[config.mk]
export PLATFORM = sky130hd
export DESIGN_NAME = piecewise_linear_sensor_linearizer_unit
export DESIGN_NICKNAME = d
export VERILOG_FILES = /design/src/hdl/pwl_pkg.sv /design/src/hdl/pwl_ram.sv /design/src/hdl/pwl_muldiv.sv /design/src/hdl/piecewise_linear_sensor_linearizer_unit.sv
export SDC_FILE = /design/constraint.sdc
export NUM_CORES = 1
export LEC_CHECK = 0
export BUFFER_PORTS_ARGS = -buffer_cell sky130_fd_sc_hd__buf_4
export CORE_MARGIN = 2
export CORE_UTILIZATION = 50
export CTS_CLUSTER_SIZE = 8
export DETAILED_ROUTE_END_ITERATION = 12
export PLACE_DENSITY = 0.73
export REMOVE_ABC_BUFFERS = 1
export SYNTH_ARGS = -nofsm -noshare
export SYNTH_HDL_FRONTEND = slang
export SYNTH_SLANG_ARGS = --single-unit
[constraint.sdc]
create_clock -name i_clk -period 5.4 [get_ports i_clk]
set_input_delay 0.81 -clock i_clk [delete_from_list [all_inputs] [get_ports i_clk]]
set_output_delay 0.81 -clock i_clk [all_outputs]
set_load 0.005 [all_outputs]
[src/hdl/pwl_pkg.sv]
// Shared constants, codes and interface structs for the piecewise-linear linearizer.
// No dependencies; every other file of the block except pwl_ram imports this package.
package pwl_pkg;

    localparam int MAX_POINTS = 16;
    localparam int PT_AW      = $clog2(MAX_POINTS);
    localparam int PT_CW      = $clog2(MAX_POINTS + 1);

    localparam int VOLT_W  = 16;
    localparam int TEMP_W  = 20;
    localparam int SEG_W   = 4;
    localparam int IDX_W   = 4;
    localparam int CFG_W   = 5;
    localparam int ENTRY_W = VOLT_W + TEMP_W;
    localparam int PROD_W  = VOLT_W + TEMP_W;
    localparam int SUM_W   = TEMP_W + 2;

    localparam int MUL_STEPS = VOLT_W;
    localparam int DIV_STEPS = TEMP_W;
    localparam int MD_CW     = $clog2(DIV_STEPS);

    localparam int APB_AW = 3;
    localparam int APB_DW = 32;

    localparam logic [APB_AW-3:0] REG_POINTS   = '0;
    localparam logic [CFG_W-1:0]  POINTS_RESET = CFG_W'(11);

    localparam logic CMD_LOAD    = 1'b0;
    localparam logic CMD_CONVERT = 1'b1;

    // Request to the serial multiply-divide unit: q = dv * mcand / dx.
    typedef struct packed {
        logic              start;
        logic [VOLT_W-1:0] dv;
        logic [TEMP_W-1:0] mcand;
        logic [VOLT_W-1:0] dx;
    } t_md_req;

    typedef struct packed {
        logic              done;
        logic [TEMP_W-1:0] quotient;
    } t_md_rsp;

endpackage

[src/hdl/pwl_ram.sv]
// Generic single-write, single-read RAM with a registered read port.
// No dependencies.
module pwl_ram #(
    parameter int WIDTH = 8,
    parameter int DEPTH = 16
) (
    input  logic                     i_clk,
    input  logic                     i_wr_en,
    input  logic [$clog2(DEPTH)-1:0] i_wr_addr,
    input  logic [WIDTH-1:0]         i_wr_data,
    input  logic [$clog2(DEPTH)-1:0] i_rd_addr,
    output logic [WIDTH-1:0]         o_rd_data
);

    logic [WIDTH-1:0] r_mem [DEPTH];
    logic [WIDTH-1:0] r_rd_data;

    always_ff @(posedge i_clk) begin
        if (i_wr_en) begin
            r_mem[i_wr_addr] <= i_wr_data;
        end
        r_rd_data <= r_mem[i_rd_addr];
    end

    assign o_rd_data = r_rd_data;

endmodule

[src/hdl/pwl_muldiv.sv]
// Bit-serial unsigned multiply followed by restoring division, one bit per cycle.
// Depends on pwl_pkg for widths and the request and response structs.
module pwl_muldiv (
    input  logic             i_clk,
    input  logic             i_rst_n,
    input  pwl_pkg::t_md_req i_req,
    output pwl_pkg::t_md_rsp o_rsp
);
    import pwl_pkg::*;

    typedef enum logic [2:0] {
        MD_IDLE = 3'b001,
        MD_MUL  = 3'b010,
        MD_DIV  = 3'b100
    } t_md_state;

    t_md_state           r_state, n_state;
    logic [MD_CW-1:0]    r_cnt, n_cnt;
    logic [PROD_W-1:0]   r_acc, n_acc;
    logic [TEMP_W-1:0]   r_mcand, n_mcand;
    logic [VOLT_W-1:0]   r_dx, n_dx;
    logic [VOLT_W-1:0]   r_rem, n_rem;
    logic                r_done, n_done;

    logic [TEMP_W:0]     mul_sum;
    logic [VOLT_W:0]     div_trial;
    logic [VOLT_W:0]     div_diff;
    logic                div_ge;

    always_comb begin
        mul_sum   = {1'b0, r_acc[PROD_W-1:VOLT_W]}
                  + (r_acc[0] ? {1'b0, r_mcand} : '0);
        div_trial = {r_rem, r_acc[TEMP_W-1]};
        div_diff  = div_trial - {1'b0, r_dx};
        div_ge    = (div_trial >= {1'b0, r_dx});
    end

    always_comb begin
        n_state = r_state;
        n_cnt   = r_cnt;
        n_acc   = r_acc;
        n_mcand = r_mcand;
        n_dx    = r_dx;
        n_rem   = r_rem;
        n_done  = 1'b0;
        case (r_state)
            MD_IDLE: begin
                if (i_req.start) begin
                    n_acc   = {{(PROD_W-VOLT_W){1'b0}}, i_req.dv};
                    n_mcand = i_req.mcand;
                    n_dx    = i_req.dx;
                    n_cnt   = MD_CW'(MUL_STEPS - 1);
                    n_state = MD_MUL;
                end
            end
            MD_MUL: begin
                // Multiplier bits leave at the bottom while partial sums enter at the top.
                n_acc = {mul_sum, r_acc[VOLT_W-1:1]};
                n_cnt = r_cnt - MD_CW'(1);
                if (r_cnt == '0) begin
                    n_rem   = n_acc[PROD_W-1:TEMP_W];
                    n_cnt   = MD_CW'(DIV_STEPS - 1);
                    n_state = MD_DIV;
                end
            end
            MD_DIV: begin
                n_rem = div_ge ? div_diff[VOLT_W-1:0] : div_trial[VOLT_W-1:0];
                n_acc = {r_acc[PROD_W-1:TEMP_W], r_acc[TEMP_W-2:0], div_ge};
                n_cnt = r_cnt - MD_CW'(1);
                if (r_cnt == '0) begin
                    n_done  = 1'b1;
                    n_state = MD_IDLE;
                end
            end
            default: begin
                n_state = MD_IDLE;
            end
        endcase
    end

    always_ff @(posedge i_clk) begin
        if (!i_rst_n) begin
            r_state <= MD_IDLE;
            r_done  <= 1'b0;
        end else begin
            r_state <= n_state;
            r_done  <= n_done;
        end
        r_cnt   <= n_cnt;
        r_acc   <= n_acc;
        r_mcand <= n_mcand;
        r_dx    <= n_dx;
        r_rem   <= n_rem;
    end

    assign o_rsp.done     = r_done;
    assign o_rsp.quotient = r_acc[TEMP_W-1:0];

endmodule

[src/hdl/piecewise_linear_sensor_linearizer_unit.sv]
// Top level of the piecewise-linear sensor linearizer: command port, breakpoint
// table and segment search. Depends on pwl_pkg, pwl_ram and pwl_muldiv.
//
// A word is accepted when start is high and busy is low. A load word writes one
// breakpoint and produces no result. A convert word walks the table one entry
// per cycle through the table RAM's single read port until a segment holds the
// sample or the table ends, and runs the bit-serial multiply and divide when it
// interpolates; a miss or a zero-width segment skips them. When fewer than two
// points are in use the result comes out on the next cycle. Each result word
// is on the output ports for exactly one cycle, flagged by o_result_valid; the
// receiver cannot stall it, so it must capture every strobe it sees.
module piecewise_linear_sensor_linearizer_unit (
    input  logic                        i_clk,
    input  logic                        i_rst_n,

    input  logic                        start,
    output logic                        busy,
    input  logic                        i_command,
    input  logic [pwl_pkg::IDX_W-1:0]   i_point_index,
    input  logic [pwl_pkg::VOLT_W-1:0]  i_point_volt,
    input  logic signed [pwl_pkg::TEMP_W-1:0] i_point_temp,
    input  logic [pwl_pkg::VOLT_W-1:0]  i_sample_volt,

    output logic                        o_result_valid,
    output logic signed [pwl_pkg::TEMP_W-1:0] o_temperature,
    output logic                        o_in_range,
    output logic [pwl_pkg::SEG_W-1:0]   o_segment,
    output logic                        o_zero_width,

    input  logic                        psel,
    input  logic                        penable,
    input  logic                        pwrite,
    input  logic [pwl_pkg::APB_AW-1:0]  paddr,
    input  logic [pwl_pkg::APB_DW-1:0]  pwdata,
    output logic [pwl_pkg::APB_DW-1:0]  prdata,
    output logic                        pready
);
    import pwl_pkg::*;

    // Search sequencer. FIRST waits for entry 0 to come out of the RAM; SCAN
    // checks one segment per cycle while the next entry is being read.
    typedef enum logic [3:0] {
        S_IDLE  = 4'b0001,
        S_FIRST = 4'b0010,
        S_SCAN  = 4'b0100,
        S_ARITH = 4'b1000
    } t_state;

    t_state                   r_state, n_state;
    logic [CFG_W-1:0]         r_points;
    logic [VOLT_W-1:0]        r_v, n_v;
    logic [PT_CW-1:0]         r_n, n_n;
    logic [PT_AW-1:0]         r_k, n_k;
    logic [VOLT_W-1:0]        r_prev_volt, n_prev_volt;
    logic [TEMP_W-1:0]        r_prev_temp, n_prev_temp;
    logic                     r_neg, n_neg;

    logic                     r_res_valid, n_res_valid;
    logic [TEMP_W-1:0]        r_res_temp, n_res_temp;
    logic                     r_res_hit, n_res_hit;
    logic [SEG_W-1:0]         r_res_seg, n_res_seg;
    logic                     r_res_zw, n_res_zw;

    logic                     accept;
    logic                     cfg_write;
    logic                     tbl_wr_en;
    logic [PT_AW-1:0]         tbl_rd_addr;
    logic [ENTRY_W-1:0]       tbl_rd_data;
    logic [VOLT_W-1:0]        hi_volt;
    logic [TEMP_W-1:0]        hi_temp;
    logic                     last_seg;
    logic                     seg_match;
    logic [PT_CW-1:0]         points_sat;
    logic signed [TEMP_W:0]   dy;
    logic [TEMP_W:0]          dy_mag;
    logic [SUM_W-1:0]         q_ext;
    logic [SUM_W-1:0]         interp_sum;

    t_md_req                  md_req;
    t_md_rsp                  md_rsp;

    assign accept = start && !busy;
    assign busy   = (r_state != S_IDLE);

    // ------------------------------------------------------------------
    // Configuration port. Only the points_in_use register exists; other
    // addresses read as zero and ignore writes.
    // ------------------------------------------------------------------
    assign pready    = 1'b1;
    assign cfg_write = psel && penable && pwrite && pready;

    always_comb begin
        prdata = '0;
        if (paddr[APB_AW-1:2] == REG_POINTS) begin
            prdata = APB_DW'(r_points);
        end
    end

    always_ff @(posedge i_clk) begin
        if (!i_rst_n) begin
            r_points <= POINTS_RESET;
        end else if (cfg_write && (paddr[APB_AW-1:2] == REG_POINTS)) begin
            r_points <= pwdata[CFG_W-1:0];
        end
    end

    // A register value above the table depth is treated as the full table.
    assign points_sat = (int'(r_points) > MAX_POINTS) ? PT_CW'(MAX_POINTS)
                                                      : PT_CW'(r_points);

    // ------------------------------------------------------------------
    // Breakpoint table: one word per entry holding {voltage, temperature}.
    // ------------------------------------------------------------------
    assign tbl_wr_en = accept && (i_command == CMD_LOAD)
                     && (int'(i_point_index) < MAX_POINTS);

    // The read address runs one entry ahead of the segment under test so the
    // upper breakpoint is already registered when the segment is checked.
    always_comb begin
        case (r_state)
            S_IDLE:  tbl_rd_addr = '0;
            S_FIRST: tbl_rd_addr = PT_AW'(1);
            S_SCAN:  tbl_rd_addr = r_k + PT_AW'(1) + PT_AW'(1);
            default: tbl_rd_addr = '0;
        endcase
    end

    pwl_ram #(
        .WIDTH (ENTRY_W),
        .DEPTH (MAX_POINTS)
    ) u_table (
        .i_clk     (i_clk),
        .i_wr_en   (tbl_wr_en),
        .i_wr_addr (PT_AW'(i_point_index)),
        .i_wr_data ({i_point_volt, i_point_temp}),
        .i_rd_addr (tbl_rd_addr),
        .o_rd_data (tbl_rd_data)
    );

    assign hi_volt = tbl_rd_data[ENTRY_W-1:TEMP_W];
    assign hi_temp = tbl_rd_data[TEMP_W-1:0];

    // The last segment is closed at its upper end; all others are half open.
    assign last_seg  = ((PT_CW'(r_k) + PT_CW'(2)) == r_n);
    assign seg_match = (r_v >= r_prev_volt)
                     && (last_seg ? (r_v <= hi_volt) : (r_v < hi_volt));

    // Slope numerator works on magnitudes; the sign is reapplied at the end.
    assign dy     = $signed({hi_temp[TEMP_W-1], hi_temp})
                  - $signed({r_prev_temp[TEMP_W-1], r_prev_temp});
    assign dy_mag = dy[TEMP_W] ? (TEMP_W+1)'(-dy) : (TEMP_W+1)'(dy);

    // Since the quotient never exceeds |dy|, the signed sum fits in SUM_W bits.
    assign q_ext      = SUM_W'(md_rsp.quotient);
    assign interp_sum = {{(SUM_W-TEMP_W){r_prev_temp[TEMP_W-1]}}, r_prev_temp}
                      + (r_neg ? (SUM_W'(0) - q_ext) : q_ext);

    pwl_muldiv u_muldiv (
        .i_clk   (i_clk),
        .i_rst_n (i_rst_n),
        .i_req   (md_req),
        .o_rsp   (md_rsp)
    );

    // ------------------------------------------------------------------
    // Sequencer.
    // ------------------------------------------------------------------
    always_comb begin
        n_state     = r_state;
        n_v         = r_v;
        n_n         = r_n;
        n_k         = r_k;
        n_prev_volt = r_prev_volt;
        n_prev_temp = r_prev_temp;
        n_neg       = r_neg;
        n_res_valid = 1'b0;
        n_res_temp  = r_res_temp;
        n_res_hit   = r_res_hit;
        n_res_seg   = r_res_seg;
        n_res_zw    = r_res_zw;

        md_req.start = 1'b0;
        md_req.dv    = r_v - r_prev_volt;
        md_req.mcand = dy_mag[TEMP_W-1:0];
        md_req.dx    = hi_volt - r_prev_volt;

        case (r_state)
            S_IDLE: begin
                if (accept && (i_command == CMD_CONVERT)) begin
                    n_v = i_sample_volt;
                    n_n = points_sat;
                    if (points_sat < PT_CW'(2)) begin
                        // No segments at all: report a miss right away.
                        n_res_valid = 1'b1;
                        n_res_temp  = '0;
                        n_res_hit   = 1'b0;
                        n_res_seg   = '0;
                        n_res_zw    = 1'b0;
                    end else begin
                        n_state = S_FIRST;
                    end
                end
            end
            S_FIRST: begin
                n_prev_volt = hi_volt;
                n_prev_temp = hi_temp;
                n_k         = '0;
                n_state     = S_SCAN;
            end
            S_SCAN: begin
                if (seg_match) begin
                    n_res_seg = SEG_W'(r_k);
                    if (hi_volt == r_prev_volt) begin
                        // Zero-width segment: no division, the lower point stands.
                        n_res_valid = 1'b1;
                        n_res_temp  = r_prev_temp;
                        n_res_hit   = 1'b1;
                        n_res_zw    = 1'b1;
                        n_state     = S_IDLE;
                    end else begin
                        md_req.start = 1'b1;
                        n_neg        = dy[TEMP_W];
                        n_state      = S_ARITH;
                    end
                end else if (last_seg) begin
                    n_res_valid = 1'b1;
                    n_res_temp  = '0;
                    n_res_hit   = 1'b0;
                    n_res_seg   = '0;
                    n_res_zw    = 1'b0;
                    n_state     = S_IDLE;
                end else begin
                    n_prev_volt = hi_volt;
                    n_prev_temp = hi_temp;
                    n_k         = r_k + PT_AW'(1);
                end
            end
            S_ARITH: begin
                if (md_rsp.done) begin
                    n_res_valid = 1'b1;
                    n_res_hit   = 1'b1;
                    n_res_zw    = 1'b0;
                    // Saturate when the top three bits disagree.
                    if (interp_sum[SUM_W-1:TEMP_W-1] == '0
                        || interp_sum[SUM_W-1:TEMP_W-1] == '1) begin
                        n_res_temp = interp_sum[TEMP_W-1:0];
                    end else if (interp_sum[SUM_W-1]) begin
                        n_res_temp = {1'b1, {(TEMP_W-1){1'b0}}};
                    end else begin
                        n_res_temp = {1'b0, {(TEMP_W-1){1'b1}}};
                    end
                    n_state = S_IDLE;
                end
            end
            default: begin
                n_state = S_IDLE;
            end
        endcase
    end

    always_ff @(posedge i_clk) begin
        if (!i_rst_n) begin
            r_state     <= S_IDLE;
            r_res_valid <= 1'b0;
        end else begin
            r_state     <= n_state;
            r_res_valid <= n_res_valid;
        end
        r_v         <= n_v;
        r_n         <= n_n;
        r_k         <= n_k;
        r_prev_volt <= n_prev_volt;
        r_prev_temp <= n_prev_temp;
        r_neg       <= n_neg;
        r_res_temp  <= n_res_temp;
        r_res_hit   <= n_res_hit;
        r_res_seg   <= n_res_seg;
        r_res_zw    <= n_res_zw;
    end

    assign o_result_valid = r_res_valid;
    assign o_temperature  = r_res_temp;
    assign o_in_range     = r_res_hit;
    assign o_segment      = r_res_seg;
    assign o_zero_width   = r_res_zw;

endmodule

==> summary.txt <==
Top-Level Pins -> 159
Final setup margin -> 0.6798 ns
Reg-to-reg startpoint -> u_muldiv.r_acc[2]
CORE AREA -> 74450 sq um
Pwr dens -> 339.9 nW/um^2
Flop-to-flop setup slack -> 0.68 ns
Die X -> 278.3 microns
Nets -> 3375
TritonRoute pass-1 iters -> 5
Dpl hpwl -> 58000 microns
Worst skew pair latency -> 0.70 ns
Fin area -> 42730 sq um
# resized after CTS -> 0
Synth Warn # -> 0
Via density per instance -> 6.099
Worst-Margin Slew -> 1.159 ns
P_leak -> 15.55 nW
Final antenna-violating net count -> 0
Yosys top cell area share -> 60.41%
Post-Syn Instances -> 3045
Dpl ws -> 0.7266 ns
Clock root buffer -> clkbuf_16
Initial DRC count -> 2514
P&R area growth vs syn -> 13.56%
Final Hold Fails -> 0
DRC Markers -> 0
RSZ-0062 raised after global routing -> false
Worst Setup Path Type -> reg -> reg
FF-to-FF End -> o_temperature[10]
Antenna violations before repair -> 7
TritonCTS Buffers -> 111
CTS tree -> yes
Largest net degree at the start of global routing -> 156
Post-synth EDFFs -> 757
Power, Total -> 0.01453 W
Synth top area cells -> edfxtp_1 60%, ha_1 4.3%, a211oi_1 3.8%, nand2_1 3.8%, and3_1 2.7%
CTS Hold Buffers Added -> 0
Number of setup buffers added after CTS -> 0
First-pass GRT wire length -> 143200 microns
Gpl congestion -> 0.9323
Pins Over Slew Limit -> 0
Drt wl/cell -> 22.63 microns
H-tree Lvls -> 3
CP Launch Type -> flop
Crit end category -> flop
Fraction of layout cells with a size suffix above 1 -> 10.08%
Synth async-reset ratio -> 0%
Sequential element share of the synthesized area -> 63.07%
GRT Util Overall -> 23.93%
Clock Path Buffers -> 3
Worst min path class -> in -> reg
# clock sinks -> 807
Worst setup skew after layout -> 0.06515 ns
Mean area per synthesized cell -> 12.36 sq um
Yosys cell types -> 77
Die height -> 278.3 microns
Hold worst-path end -> r_v[12]
Crit-path max FO -> 19
Final WL -> 94960 microns
Final min period -> 4.720 ns
Most frequent cells in the layout -> 757 x edfxtp_1, 374 x nand2_1, 190 x a211oi_1
Grt ovf -> 0
Fin crit share -> 87.41%
Peak VDD IR -> 0.2711 mV
Most common cell after layout, fill and taps aside -> edfxtp_1
Worst Hold Depth -> 1
WP data arrival -> 5.19 ns
PortBufs -> 101
Worst r2r path cells -> 17
Vias post-DR -> 25590
Setup TNS -> 0 ns
Initial core utilization -> 50.55%
Max_cap viols -> 0
FMAX -> 0.2119 GHz
Critical path required time -> 5.87 ns
Reg clk slew, reported paths -> 0.05 ns
Hold Path Origin -> i_sample_volt[12]
Relative slew slack -> 20.73%
Prevailing post-synth register cell -> edfxtp_1
Final setup fails -> 0
Synth area leader -> edfxtp_1
Full die area -> 77470 sq um
Rows -> 100
Vias in the first global route -> 24980
Syn Std Cell Area -> 37630 sq um
Flops & latches, synth -> 807
Placed inst area -> 39460 sq um
Status -> completed
==> worst max path at each step <==
stage | from | end | slack, ns | cells past startpoint
floorplan | r_state[2] | u_table.o_rd_data[0] | -10.95 | 6
global placement | u_muldiv.r_acc[3] | o_temperature[4] | 0.74 | 17
detailed placement | u_muldiv.r_acc[2] | o_temperature[10] | 0.73 | 17
CTS | u_muldiv.r_acc[3] | o_temperature[10] | 0.67 | 17
global route | u_muldiv.r_acc[2] | o_temperature[4] | 0.28 | 18
finish | u_muldiv.r_acc[2] | o_temperature[10] | 0.68 | 17
==> kinds of logic (layout without fill, tap and decap cells) <==
logic type                 count (synthesis)  count (layout)  share of synthesized area, %
buffers and inverters                    310             464                         3.405
xor gates and xnor gates                 117             117                         2.723
and+or+nand+nor                          872             872                         11.19
DFF                                      807             807                         63.07
adders and majority gates                135             135                         4.608
muxes                                     27              27                        0.7182
AOI/OAI and AO/OA                        775             775                         14.27
other                                      2              30                       0.01996
==> state kept, by name, summed over array words and instances (netlist names), 5 cells and up <==
signal,count
o_temperature,20
r_n,5
r_points,5
r_prev_temp,20
r_prev_volt,16
r_v,16
u_muldiv.r_acc,36
u_muldiv.r_cnt,5
u_muldiv.r_dx,16
u_muldiv.r_mcand,20
u_muldiv.r_rem,16
u_table.o_rd_data,36
u_table.r_mem,576
==> power breakdown <==
group | switching (W) | leakage, nW | internal (W) | total [W]
clock network | 0.00261 | 1.54 | 0.00385 | 0.00646
registers | 0.0000571 | 7.18 | 0.00697 | 0.00702
logic | 0.000686 | 6.83 | 0.000353 | 0.00104
total | 0.00335 | 15.5 | 0.0112 | 0.0145
==> routing by layer <==
metal | up-vias | GRT usage, % | wire (microns)
met5 | - | 0 | 54
met1 | 12550 | 30.12 | 37500
li1 | 11760 | - | -
met2 | 1046 | 40.96 | 47150
met4 | 8 | 10.66 | 3751
met3 | 227 | 3.719 | 6508
==> cell type report <==
cell class	count	area, sq um
diodes	2	5.005
clock buffers	188	3077
clock inverters	8	193.9
fillers	5829	31710
inverters	119	446.7
multi-input cells	1954	12900
flip-flops and latches	807	23730
well taps	969	1212
repair buffers	149	1169
==> synth_stat cells (31+ instances only) <==
master and number:
nor2_1 104, a311oi_1 77, and2_1 32, nor2b_1 31
o21ai_0 71, a21oi_1 156, a21o_1 35, nor3_1 44
and3_1 161, clkbuf_1 147, ha_1 129, a211oi_1 191
a31oi_1 85, inv_1 118, edfxtp_1 757, xnor2_1 87
nand2_1 377, dfxtp_1 50
==> through the flow <==
step	std cells	util (%)	hold WS, ns
floorplan	2880	-	0.4082
global placement	3998	53.00	0.4251
detailed placement	3998	53.00	0.4188
CTS	4194	57.40	0.2982
global route	4196	57.40	0.3102
finish	4196	57.40	0.3362
==> critical path: stages, from the launching register on <==
cell,delay (ns)
edfxtp_1,0.49
nor3_1,0.23
nand3_1,0.13
or2_2,0.31
or3_1,0.41
or3_1,0.38
o21ai_0,0.20
xnor2_1,0.15
ha_1,0.31
nand2_1,0.12
nand2b_1,0.07
a21oi_1,0.18
o21ai_0,0.20
a211oi_1,0.31
xnor2_1,0.16
nor2_1,0.05
or3_1,0.64
o211ai_1,0.21
No activity file was read; power rests on OpenSTA's default activity.
